### src/rtl/oet_pkg.sv
// shared types and constants for the oven entry and thermostat timer
`default_nettype none

package oet_pkg;

    localparam int SAMPLE_W    = 10;
    localparam int MARGIN_W    = 7;
    localparam int CFG_DATA_W  = 10;
    localparam int CFG_INDEX_W = 2;
    localparam int TEMP_W      = 10;
    localparam int SUM_W       = 11;
    localparam int COUNT_W     = 19;
    localparam int TEMP_BCD_W  = 12;
    localparam int TIME_BCD_W  = 16;
    localparam int VOLT_SCALE  = 500;

    localparam logic [3:0] KEY_BACK  = 4'd10;
    localparam logic [3:0] KEY_ENTER = 4'd11;

    localparam logic CMD_KEY  = 1'b0;
    localparam logic CMD_TICK = 1'b1;

    localparam logic [CFG_INDEX_W-1:0] CFG_TEMP_MARGIN     = 2'd0;
    localparam logic [CFG_INDEX_W-1:0] CFG_LIGHT_THRESHOLD = 2'd1;

    localparam logic [MARGIN_W-1:0]   MARGIN_RESET = 7'd5;
    localparam logic [SAMPLE_W-1:0]   LIGHT_RESET  = 10'd82;

    typedef enum logic [1:0] {
        PHASE_TEMP = 2'd0,
        PHASE_TIME = 2'd1,
        PHASE_RUN  = 2'd2
    } phase_t;

    typedef struct packed {
        logic                cmd;
        logic [3:0]          key_code;
        logic [SAMPLE_W-1:0] temp_sample;
        logic [SAMPLE_W-1:0] light_sample;
    } item_t;

    typedef struct packed {
        logic [1:0]            phase;
        logic                  heater_on;
        logic                  motor_on;
        logic                  light_on;
        logic [COUNT_W-1:0]    remaining_seconds;
        logic [TEMP_W-1:0]     setpoint;
        logic [TEMP_BCD_W-1:0] temp_entry;
        logic [TIME_BCD_W-1:0] time_entry;
        logic                  finished;
    } result_t;

endpackage

`default_nettype wire

### src/rtl/oet_in_stage.sv
// input register stage that holds one item ahead of the core
`default_nettype none

module oet_in_stage (
    input  wire logic           clk,
    input  wire logic           rst_n,
    input  wire logic           in_valid,
    output logic                in_stall,
    input  wire oet_pkg::item_t in_item,
    output logic                item_valid,
    output oet_pkg::item_t      item,
    input  wire logic           take
);

    logic           valid_reg;
    logic           valid_next;
    oet_pkg::item_t item_reg;
    logic           load;

    assign in_stall   = valid_reg && !take;
    assign load       = !in_stall;
    assign valid_next = load ? in_valid : 1'b1;
    assign item_valid = valid_reg;
    assign item       = item_reg;

    always_ff @(posedge clk or negedge rst_n)
    begin
        if (!rst_n)
        begin
            valid_reg <= 1'b0;
        end
        else
        begin
            valid_reg <= valid_next;
        end
    end

    always_ff @(posedge clk)
    begin
        if (load && in_valid)
        begin
            item_reg <= in_item;
        end
    end

endmodule

`default_nettype wire

### src/rtl/oet_core.sv
// entry, countdown and thermostat state with the result register
`default_nettype none

module oet_core #(
    parameter int ADC_BITS = 10
) (
    input  wire logic                                  clk,
    input  wire logic                                  rst_n,
    input  wire logic                                  cfg_write,
    input  wire logic [oet_pkg::CFG_INDEX_W-1:0]       cfg_index,
    input  wire logic [oet_pkg::CFG_DATA_W-1:0]        cfg_data,
    input  wire logic                                  item_valid,
    input  wire oet_pkg::item_t                        item,
    output logic                                       take,
    output logic                                       out_valid,
    input  wire logic                                  out_stall,
    output oet_pkg::result_t                           result
);

    localparam int ADC_MAX = (1 << ADC_BITS) - 1;
    localparam logic [oet_pkg::SAMPLE_W-1:0] SAMPLE_MASK = oet_pkg::SAMPLE_W'(ADC_MAX);
    localparam int LHS_W  = oet_pkg::SUM_W + ADC_BITS;
    localparam int RHS_W  = oet_pkg::SAMPLE_W + 9;
    localparam int PROD_W = (LHS_W > RHS_W) ? LHS_W : RHS_W;

    logic [oet_pkg::MARGIN_W-1:0]   margin_reg;
    logic [oet_pkg::SAMPLE_W-1:0]   light_thr_reg;

    oet_pkg::phase_t                phase_reg, phase_next;
    logic [oet_pkg::TEMP_BCD_W-1:0] temp_digits_reg, temp_digits_next;
    logic [oet_pkg::TIME_BCD_W-1:0] time_digits_reg, time_digits_next;
    logic [oet_pkg::TEMP_W-1:0]     target_reg, target_next;
    logic [oet_pkg::COUNT_W-1:0]    count_reg, count_next;
    logic                           heater_reg, heater_next;
    logic                           motor_reg, motor_next;
    logic                           light_reg, light_next;
    logic                           fin;

    logic                           out_valid_reg, out_valid_next;
    oet_pkg::result_t               res_reg, res_next;

    logic [oet_pkg::SAMPLE_W-1:0]   ts_m;
    logic [oet_pkg::SAMPLE_W-1:0]   ls_m;
    logic [oet_pkg::SUM_W-1:0]      temp_bin;
    logic [7:0]                     hours;
    logic [7:0]                     minutes;
    logic [19:0]                    time_secs;
    logic [oet_pkg::SUM_W-1:0]      hot_sum;
    logic [PROD_W-1:0]              lhs;
    logic [PROD_W-1:0]              rhs;
    logic [oet_pkg::COUNT_W-1:0]    count_dec;
    logic                           key_ok;

    assign take           = item_valid && !(out_valid_reg && out_stall);
    assign out_valid_next = take || (out_valid_reg && out_stall);
    assign out_valid      = out_valid_reg;
    assign result         = res_reg;

    assign ts_m = item.temp_sample & SAMPLE_MASK;
    assign ls_m = item.light_sample & SAMPLE_MASK;

    assign temp_bin = oet_pkg::SUM_W'(temp_digits_reg[11:8] * 7'd100)
                    + oet_pkg::SUM_W'(temp_digits_reg[7:4] * 4'd10)
                    + oet_pkg::SUM_W'(temp_digits_reg[3:0]);
    assign hours    = 8'(time_digits_reg[15:12] * 4'd10) + 8'(time_digits_reg[11:8]);
    assign minutes  = 8'(time_digits_reg[7:4] * 4'd10) + 8'(time_digits_reg[3:0]);
    assign time_secs = 20'(hours * 12'd3600) + 20'(minutes * 6'd60);

    assign hot_sum   = oet_pkg::SUM_W'(target_reg) + oet_pkg::SUM_W'(margin_reg);
    assign lhs       = PROD_W'(hot_sum * ADC_BITS'(ADC_MAX));
    assign rhs       = PROD_W'(ts_m * 9'(oet_pkg::VOLT_SCALE));
    assign count_dec = (count_reg != '0) ? count_reg - 1'b1 : count_reg;
    assign key_ok    = item.key_code <= oet_pkg::KEY_ENTER;

    // next state
    always_comb
    begin
        phase_next       = phase_reg;
        temp_digits_next = temp_digits_reg;
        time_digits_next = time_digits_reg;
        target_next      = target_reg;
        count_next       = count_reg;
        heater_next      = heater_reg;
        motor_next       = motor_reg;
        light_next       = light_reg;
        fin              = 1'b0;
        if (item.cmd == oet_pkg::CMD_KEY && key_ok)
        begin
            case (phase_reg)
                oet_pkg::PHASE_TIME:
                begin
                    if (item.key_code == oet_pkg::KEY_ENTER)
                    begin
                        if (hours != '0 || minutes != '0)
                        begin
                            count_next  = time_secs[oet_pkg::COUNT_W-1:0];
                            phase_next  = oet_pkg::PHASE_RUN;
                            heater_next = 1'b1;
                        end
                    end
                    else if (item.key_code == oet_pkg::KEY_BACK)
                    begin
                        time_digits_next = {4'd0, time_digits_reg[15:4]};
                    end
                    else
                    begin
                        time_digits_next = {time_digits_reg[11:0], item.key_code};
                    end
                end
                oet_pkg::PHASE_RUN:
                begin
                end
                default:
                begin
                    if (item.key_code == oet_pkg::KEY_ENTER)
                    begin
                        if (temp_bin[oet_pkg::TEMP_W-1:0] != '0)
                        begin
                            target_next = temp_bin[oet_pkg::TEMP_W-1:0];
                            phase_next  = oet_pkg::PHASE_TIME;
                        end
                    end
                    else if (item.key_code == oet_pkg::KEY_BACK)
                    begin
                        temp_digits_next = {4'd0, temp_digits_reg[11:4]};
                    end
                    else
                    begin
                        temp_digits_next = {temp_digits_reg[7:0], item.key_code};
                    end
                end
            endcase
        end
        else if (item.cmd == oet_pkg::CMD_TICK && phase_reg == oet_pkg::PHASE_RUN)
        begin
            light_next  = ls_m >= light_thr_reg;
            count_next  = count_dec;
            heater_next = lhs >= rhs;
            motor_next  = !(lhs >= rhs);
            if (count_dec == '0)
            begin
                // run over, back to temperature entry
                phase_next       = oet_pkg::PHASE_TEMP;
                temp_digits_next = '0;
                time_digits_next = '0;
                target_next      = '0;
                count_next       = '0;
                heater_next      = 1'b0;
                motor_next       = 1'b0;
                fin              = 1'b1;
            end
        end
    end

    // result
    always_comb
    begin
        res_next.phase             = phase_next;
        res_next.heater_on         = heater_next;
        res_next.motor_on          = motor_next;
        res_next.light_on          = light_next;
        res_next.remaining_seconds = count_next;
        res_next.setpoint          = target_next;
        res_next.temp_entry        = temp_digits_next;
        res_next.time_entry        = time_digits_next;
        res_next.finished          = fin;
    end

    always_ff @(posedge clk or negedge rst_n)
    begin
        if (!rst_n)
        begin
            margin_reg      <= oet_pkg::MARGIN_RESET;
            light_thr_reg   <= oet_pkg::LIGHT_RESET;
            phase_reg       <= oet_pkg::PHASE_TEMP;
            temp_digits_reg <= '0;
            time_digits_reg <= '0;
            target_reg      <= '0;
            count_reg       <= '0;
            heater_reg      <= 1'b0;
            motor_reg       <= 1'b0;
            light_reg       <= 1'b0;
            out_valid_reg   <= 1'b0;
        end
        else
        begin
            if (cfg_write && cfg_index == oet_pkg::CFG_TEMP_MARGIN)
            begin
                margin_reg <= cfg_data[oet_pkg::MARGIN_W-1:0];
            end
            if (cfg_write && cfg_index == oet_pkg::CFG_LIGHT_THRESHOLD)
            begin
                light_thr_reg <= cfg_data[oet_pkg::SAMPLE_W-1:0];
            end
            if (take)
            begin
                phase_reg       <= phase_next;
                temp_digits_reg <= temp_digits_next;
                time_digits_reg <= time_digits_next;
                target_reg      <= target_next;
                count_reg       <= count_next;
                heater_reg      <= heater_next;
                motor_reg       <= motor_next;
                light_reg       <= light_next;
            end
            out_valid_reg <= out_valid_next;
        end
    end

    always_ff @(posedge clk)
    begin
        if (take)
        begin
            res_reg <= res_next;
        end
    end

    a_fin_clears: assert property (@(posedge clk) disable iff (!rst_n)
        out_valid_reg && res_reg.finished |->
            res_reg.phase == oet_pkg::PHASE_TEMP && res_reg.remaining_seconds == '0
            && !res_reg.heater_on && !res_reg.motor_on)
        else $error("finished without a cleared run");

    a_drive_excl: assert property (@(posedge clk) disable iff (!rst_n)
        out_valid_reg |-> !(res_reg.heater_on && res_reg.motor_on))
        else $error("heater and motor both on");

    a_run_count: assert property (@(posedge clk) disable iff (!rst_n)
        phase_reg == oet_pkg::PHASE_RUN |-> count_reg != '0)
        else $error("run phase with zero count");

    a_count_hold: assert property (@(posedge clk) disable iff (!rst_n)
        !take |=> $stable(count_reg) && $stable(phase_reg))
        else $error("state moved without a transfer");

endmodule

`default_nettype wire

### src/rtl/oven_entry_and_thermostat_timer.sv
// top level of the oven entry and thermostat timer
//
// input channel: in_valid/in_stall with cmd, key_code, temp_sample and
// light_sample; cmd low is a key event, cmd high a one-second tick
// output channel: out_valid/out_stall, one result per input transfer with
// phase, drive outputs, countdown, setpoint and the BCD entry registers
// configuration: cfg_write with cfg_index and cfg_data, index 0 temp_margin,
// index 1 light_threshold, taken at any clock edge with cfg_write high
// path: an input transfer passes the input register, then the state update
// and result register before the result is valid
// throughput: one item per cycle while out_stall is low
// reset: rst_n low clears all state to temperature entry, margin to 5 and
// light threshold to 82; no results are pending
// stall: while out_stall holds a result, one more item is taken into the
// input register, then in_stall rises until the result is transferred
`default_nettype none

module oven_entry_and_thermostat_timer #(
    parameter int ADC_BITS = 10
) (
    input  wire logic                            clk,
    input  wire logic                            rst_n,
    input  wire logic                            cfg_write,
    input  wire logic [oet_pkg::CFG_INDEX_W-1:0] cfg_index,
    input  wire logic [oet_pkg::CFG_DATA_W-1:0]  cfg_data,
    input  wire logic                            in_valid,
    output logic                                 in_stall,
    input  wire logic                            cmd,
    input  wire logic [3:0]                      key_code,
    input  wire logic [oet_pkg::SAMPLE_W-1:0]    temp_sample,
    input  wire logic [oet_pkg::SAMPLE_W-1:0]    light_sample,
    output logic                                 out_valid,
    input  wire logic                            out_stall,
    output logic [1:0]                           phase,
    output logic                                 heater_on,
    output logic                                 motor_on,
    output logic                                 light_on,
    output logic [oet_pkg::COUNT_W-1:0]          remaining_seconds,
    output logic [oet_pkg::TEMP_W-1:0]           setpoint,
    output logic [oet_pkg::TEMP_BCD_W-1:0]       temp_entry,
    output logic [oet_pkg::TIME_BCD_W-1:0]       time_entry,
    output logic                                 finished
);

    oet_pkg::item_t   in_item;
    oet_pkg::item_t   item;
    logic             item_valid;
    logic             take;
    oet_pkg::result_t result;

    assign in_item.cmd          = cmd;
    assign in_item.key_code     = key_code;
    assign in_item.temp_sample  = temp_sample;
    assign in_item.light_sample = light_sample;

    oet_in_stage u_in_stage (
        .clk        (clk),
        .rst_n      (rst_n),
        .in_valid   (in_valid),
        .in_stall   (in_stall),
        .in_item    (in_item),
        .item_valid (item_valid),
        .item       (item),
        .take       (take)
    );

    oet_core #(
        .ADC_BITS (ADC_BITS)
    ) u_core (
        .clk        (clk),
        .rst_n      (rst_n),
        .cfg_write  (cfg_write),
        .cfg_index  (cfg_index),
        .cfg_data   (cfg_data),
        .item_valid (item_valid),
        .item       (item),
        .take       (take),
        .out_valid  (out_valid),
        .out_stall  (out_stall),
        .result     (result)
    );

    assign phase             = result.phase;
    assign heater_on         = result.heater_on;
    assign motor_on          = result.motor_on;
    assign light_on          = result.light_on;
    assign remaining_seconds = result.remaining_seconds;
    assign setpoint          = result.setpoint;
    assign temp_entry        = result.temp_entry;
    assign time_entry        = result.time_entry;
    assign finished          = result.finished;

endmodule

`default_nettype wire
### config.mk
export PLATFORM = sky130hd
export DESIGN_NAME = oven_entry_and_thermostat_timer
export DESIGN_NICKNAME = d
export VERILOG_FILES = /design/src/rtl/oet_pkg.sv /design/src/rtl/oet_in_stage.sv /design/src/rtl/oet_core.sv /design/src/rtl/oven_entry_and_thermostat_timer.sv
export SDC_FILE = /design/constraint.sdc
export NUM_CORES = 1
export LEC_CHECK = 0
export BUFFER_PORTS_ARGS = -buffer_cell sky130_fd_sc_hd__buf_2
export CAP_MARGIN = 5
export CELL_PAD_IN_SITES_DETAIL_PLACEMENT = 1
export CELL_PAD_IN_SITES_GLOBAL_PLACEMENT = 2
export CORE_MARGIN = 2
export CORE_UTILIZATION = 41
export DETAILED_ROUTE_END_ITERATION = 8
export GPL_TIMING_DRIVEN = 0
export PLACE_DENSITY_LB_ADDON = 0.1
export SETUP_SLACK_MARGIN = 0.05
export SLEW_MARGIN = 20
export SYNTH_ARGS = -nofsm -noshare
export SYNTH_HDL_FRONTEND = slang
export SYNTH_SLANG_ARGS = --single-unit
export TNS_END_PERCENT = 10
### constraint.sdc
create_clock -name clk -period 10.05 [get_ports clk]
set_input_delay 1.005 -clock clk [delete_from_list [all_inputs] [get_ports clk]]
set_output_delay 1.005 -clock clk [all_outputs]
set_load 0.03 [all_outputs]
==> results of run 1 <==
layer usage:
layer	vias to the layer above	global-route usage	share of wire	routed length, um
met5	-	0	0	0
met4	0	0.06700	0.020	883
met3	41	0.02493	0.023	1028
li1	5986	-	-	-
met2	163	0.3960	0.52	23240
met1	6241	0.2839	0.44	19920
final timing paths:
check	startpoint	endpoint	slack, ns	depth (start not counted)
max	u_core.margin_reg[0]	u_core.result[60]	0.81	32
min	rst_n	u_core.light_thr_reg[0]	0.37	1
max reg2reg	u_core.margin_reg[0]	u_core.result[60]	0.81	32
min reg2reg	u_in_stage.item_valid	u_core.out_valid	0.49	1
max in group asynchronous	rst_n	u_core.time_digits_reg[7]	9.04	2
min in group clk	u_in_stage.item_valid	u_core.out_valid	0.49	1
cells in the final DEF (no fill, tap or decap), types with 7 or more instances in the layout:
cell type / synthesis / routed
a211oi_1: 14 / 14
a21o_1: 38 / 38
a21oi_1: 102 / 102
a22o_1: 12 / 12
a31oi_1: 16 / 16
a32o_1: 17 / 17
and3_1: 11 / 11
buf_2: 3 / 108
buf_6: 6 / 7
clkbuf_1: 22 / 21
clkbuf_16: 0 / 17
dfrtp_1: 76 / 76
edfxtp_1: 88 / 88
fa_1: 110 / 110
ha_1: 238 / 238
inv_1: 201 / 201
mux2_2: 23 / 23
nand2_1: 116 / 116
nand3_1: 19 / 19
nand4_1: 9 / 9
nor2_1: 109 / 108
nor2b_1: 24 / 24
nor3_1: 18 / 17
o21a_1: 16 / 16
o21ai_0: 70 / 70
o22ai_1: 24 / 24
xnor2_1: 61 / 61
xor2_1: 27 / 27
worst max-delay path, delay by kind of cell, from the launching register on:
family	cells	cell delay (ns)
adders and majority gates	9	3.78
AOI/OAI and AO/OA	10	2.34
and+or+nand+nor	6	1.09
xor gates and xnor gates	2	0.71
DFF	1	0.54
buffers and inverters	5	0.48
per-stage QoR:
step,hold slack (ns),util,std cells
6_report,0.3652,0.4613,2294
4_1_cts,0.3542,0.4610,2294
3_3_place_gp,0.4604,0.4433,2260
5_1_grt,0.3518,0.4613,2294
2_1_floorplan,0.4484,-,1629
3_5_place_dp,0.4697,0.4450,2262
timing repair:
item,CTS,global route
hold endpoints to repair,0,0
resized for setup,0,2
endpoints found under the setup margin,0,4
cells by family after synthesis:
| group | synth area share |
|---|---|
| AOI/OAI and AO/OA | 0.1581 |
| and+or+nand+nor | 0.1106 |
| adders and majority gates | 0.3175 |
| buffers and inverters | 0.05978 |
| DFF | 0.2861 |
| xor gates and xnor gates | 0.04815 |
| muxes | 0.01983 |
layout make-up:
cell class,instances,area share
Buffer,37,0.01241
Clock buffer,17,0.02332
Clock inverter,15,0.01132
Inverter,201,0.04136
Multi-Input combinational cell,1222,0.5869
Sequential cell,169,0.2563
Tap cell,525,0.03601
Timing Repair Buffer,108,0.03244
==> impl_metrics.py, run 1 <==
metrics = {
    "status": {
        "outcome": "complete, no violations",
    },
    "sta": {
        "finalCritPeriodShare": 0.9198,
        "setup_viol": 0,
        "finClkSkew_ns": 0.01004,
        "period_minus_slack_ns": 9.244,
        "hold_viol_final": 0,
        "worst_pin_slew_ns": 1.029,
        "fmax_ghz": 0.1082,
        "slew_violations": 0,
        "rsz0062_at_grt": "no",
        "setup_slack_ns": 0.8062,
        "slew_headroom": 0.3116,
        "tns_ns": 0,
    },
    "floorplan": {
        "core_um2": 39550,
        "rows": 73,
        "io_pins": 107,
        "start_util": 0.4133,
        "die_area_um2": 41480,
        "die_x_um": 203.7,
        "die_y_um": 203.7,
    },
    "critical_path": {
        "critical_path_required_ns": 10.24,
        "cp-start-kind": "flip-flop",
        "worst_path_most_repeated_cell": "fa_1",
        "path_class": "flip-flop to flip-flop",
        "critPathCaptureType": "flip-flop",
        "max_stage_delay_ns": 0.56,
        "cp_max_fo": 5,
        "cp_slowest_cell": "fa_1",
        "cp.arrival_ns": 9.43,
    },
    "routing": {
        "vias": 12430,
        "routedWlPerCell_um": 19.65,
        "ant_nets": 0,
        "dr.pass1.iters": 5,
        "via_per_inst": 5.419,
        "drt-initial-drc-count": 566,
        "wl_um": 45070,
        "drc": 0,
    },
    "finish": {
        "fin_area_um2": 18240,
        "area_growth_pct": 11.61,
        "insertedDiodeCount": 0,
        "largest_reg_flops": 63,
        "seqCellArea_um2": 4676,
        "drive_gt1_frac": 0.1295,
        "fin_nets": 2146,
        "multi_input_area_um2": 10710,
        "fillers": 4479,
    },
    "job": {
        "drv_cap": 0,
    },
    "synthesis": {
        "synth_edf_count": 88,
        "synth_ff_type": "edfxtp_1",
        "syn_inst": 1629,
        "yosysWarningCount": 0,
        "synth_area_leaders": "ha_1 18%, edfxtp_1 16%, fa_1 13%",
        "synth_seq_area_share": 0.2861,
        "synth_top_cell_area_share": 0.1822,
        "netlist_area_um2": 16350,
        "syn_nets": 2019,
        "syn_area_per_cell_um2": 10.03,
        "yosys-top-cells-count": "238 x ha_1, 201 x inv_1, 116 x nand2_1, 110 x fa_1, 109 x nor2_1",
        "async_reset_ff_frac": 0.4793,
        "ys_ff_latch": 169,
        "ys_types": 91,
        "synthMostInstantiatedCell": "ha_1",
        "yosysTopAreaCell": "ha_1",
    },
    "clock_network": {
        "cts_made_buffers": 17,
        "cts_setup_buffers": 0,
        "cts_root_buf": "clkbuf_16",
        "hold_buffers": 0,
        "cts_sinks": 169,
        "clockBufferDepth": 2,
        "cts_max_level": 4,
        "insertion_delay_ns": 0.46,
        "clk_pin_slew_ns": 0.08,
        "cts_tree": "yes",
    },
    "placed_design": {
        "dp.final_hpwl_um": 36700,
        "port_buffers": 106,
        "gp_congestion": 0.8371,
        "postPlaceCellArea_um2": 17600,
        "place_ws_ns": 0.4069,
    },
    "global_route": {
        "grt_pass1_wl_um": 72060,
        "grt_max_degree": 68,
        "grt_usage": 0.2229,
        "grt_overflow": 0,
        "grt_pass1_vias": 13240,
        "antenna_found_initial": 0,
    },
    "min_path": {
        "hold_class": "primary input to asynchronous set/reset pin",
    },
}
Power of run 1 is not shown: default switching activity piles up to over one toggle a cycle in this logic, so the estimate is an artifact.
==> inputs of run 2 (changes only) <==
--- a/config.mk
+++ b/config.mk
@@ -9,7 +9,7 @@
 export CAP_MARGIN = 5
 export CELL_PAD_IN_SITES_DETAIL_PLACEMENT = 1
-export CELL_PAD_IN_SITES_GLOBAL_PLACEMENT = 2
+export CELL_PAD_IN_SITES_GLOBAL_PLACEMENT = 1
 export CORE_MARGIN = 2
-export CORE_UTILIZATION = 41
+export CORE_UTILIZATION = 50
 export DETAILED_ROUTE_END_ITERATION = 8
 export GPL_TIMING_DRIVEN = 0
==> constraint.sdc (replaced) <==
create_clock -name clk -period 10.05 [get_ports clk]
set_input_delay 1.5075 -clock clk [delete_from_list [all_inputs] [get_ports clk]]
set_output_delay 1.5075 -clock clk [all_outputs]
set_load 0.03 [all_outputs]
==> run 2 against run 1 <==
Core utilization is 9.8 points higher. Maximum frequency shrank 1.6%. Global-route usage is 5.2 points higher. Sequential cell count did not move. Count of clock-buffer cells in the layout did not move. Critical endpoint unchanged.
==> impl_metrics.py, run 2 (same netlist as run 1, synthesis figures left out) <==
metrics = {
    "sta": {
        "setup_viol": 0,
        "slew_violations": 0,
        "fmax_ghz": 0.1064,
        "tns_ns": 0,
        "period_minus_slack_ns": 9.396,
        "finClkSkew_ns": 0.01499,
        "rsz0062_at_grt": "no",
        "slew_headroom": 0.3461,
        "worst_pin_slew_ns": 0.9776,
        "hold_viol_final": 0,
        "finalCritPeriodShare": 0.9349,
    },
    "clock_network": {
        "hold_buffers": 0,
        "ctsResizeCount": 0,
        "cts_setup_buffers": 0,
        "cts_root_buf": "clkbuf_16",
        "clk_pin_slew_ns": 0.08,
        "cts_sinks": 169,
        "insertion_delay_ns": 0.46,
        "cts_made_buffers": 17,
        "cts_max_level": 4,
        "cts_tree": "yes",
        "clockBufferDepth": 2,
    },
    "min_path": {
        "hold_class": "flip-flop to flip-flop",
    },
    "finish": {
        "drive_gt1_frac": 0.1289,
        "largest_reg_flops": 63,
        "fin_nets": 2146,
        "area_growth_pct": 10.68,
        "most-common-layout-cells": "238 x ha_1, 201 x inv_1, 116 x nand2_1, 110 x fa_1, 109 x nor2_1",
        "final_common_cell": "ha_1",
    },
    "floorplan": {
        "rows": 66,
        "core_um2": 32370,
        "io_pins": 107,
        "die_x_um": 184.8,
        "start_util": 0.5049,
        "die_area_um2": 34150,
        "die_y_um": 184.8,
    },
    "routing": {
        "wl_um": 45410,
        "drc": 0,
        "ant_nets": 0,
        "via_per_inst": 5.731,
        "drt-initial-drc-count": 690,
        "routedWlPerCell_um": 20.53,
        "dr.pass1.iters": 5,
        "vias": 12680,
    },
    "global_route": {
        "grt_overflow": 0,
        "grt_pass1_vias": 13750,
        "grt_max_degree": 63,
        "grt_pass1_wl_um": 73020,
        "grt_usage": 0.2753,
        "antenna_found_initial": 1,
    },
    "critical_path": {
        "path_class": "flip-flop to flip-flop",
        "cp_max_fo": 5,
        "cp-start-kind": "flip-flop",
        "critPathCaptureType": "flip-flop",
        "path_buf_inv": 5,
        "cp.arrival_ns": 9.59,
        "cp_top_family": "adder cells",
        "worst_path_most_repeated_cell": "fa_1",
        "critical_path_required_ns": 10.24,
        "cp_slowest_cell": "fa_1",
        "max_stage_delay_ns": 0.58,
    },
    "placed_design": {
        "port_buffers": 106,
        "dp.final_hpwl_um": 35990,
        "gp_congestion": 0.9044,
    },
    "job": {
        "drv_cap": 0,
    },
    "status": {
        "outcome": "complete, no violations",
    },
}
-- run 2: per-stage QoR --
stage | hold slack [ns] | instances | cell area, um^2 | util | worst slack [ns]
finish | 0.4970 | 2212 | 18090 | 0.5589 | 0.6542
global route | 0.5404 | 2212 | 18090 | 0.5589 | 0.1052
CTS | 0.4953 | 2211 | 18080 | 0.5585 | 0.4140
detailed placement | 0.4761 | 2179 | 17500 | 0.5405 | 0.5069
global placement | 0.4590 | 2177 | 17430 | 0.5384 | 0.7270
floorplan | 0.4484 | 1629 | 16350 | - | 2.099
-- run 2: final cells by class --
type | count | area [um^2]
diodes | 1 | 2.502
plain buffers | 37 | 226.5
clock buffers | 17 | 425.4
clock inverters | 15 | 157.7
fillers | 3700 | 14280
inverters | 201 | 754.5
multi-input cells | 1222 | 10700
flip-flops and latches | 169 | 4676
well taps | 442 | 553.0
repair buffers | 108 | 591.8
-- run 2: worst paths after layout --
path	to	startpoint	slack, ns	cells after the start
max	u_core.result[60]	u_core.margin_reg[0]	0.65	32
min	u_core.light_reg	u_core.light_reg	0.50	2
max reg2reg	u_core.result[60]	u_core.margin_reg[0]	0.65	32
min reg2reg	u_core.light_reg	u_core.light_reg	0.50	2
max in group asynchronous	u_core.margin_reg[0]	rst_n	8.49	2
min in group asynchronous	u_core.time_digits_reg[6]	rst_n	0.90	1
-- run 2: per-layer routing --
layer,GRT usage,up-vias,wire length [um]
met3,0.02654,72,1286
met1,0.3424,6375,19210
met5,0,-,0
li1,-,5992,-
met2,0.5025,237,23750
met4,0.08730,0,1156
-- run 2: worst reg2reg max path, delay by kind of cell, from the launching register on --
family	cells	cell delay, ns
buffers and inverters	5	0.54
adder cells (fa/ha/maj)	9	3.84
flip-flops	1	0.54
XOR/XNOR	2	0.76
AND/OR/NAND/NOR	2	0.47
AO/OA/AOI/OAI	14	2.98
Power of run 2 is left out for the same reason.
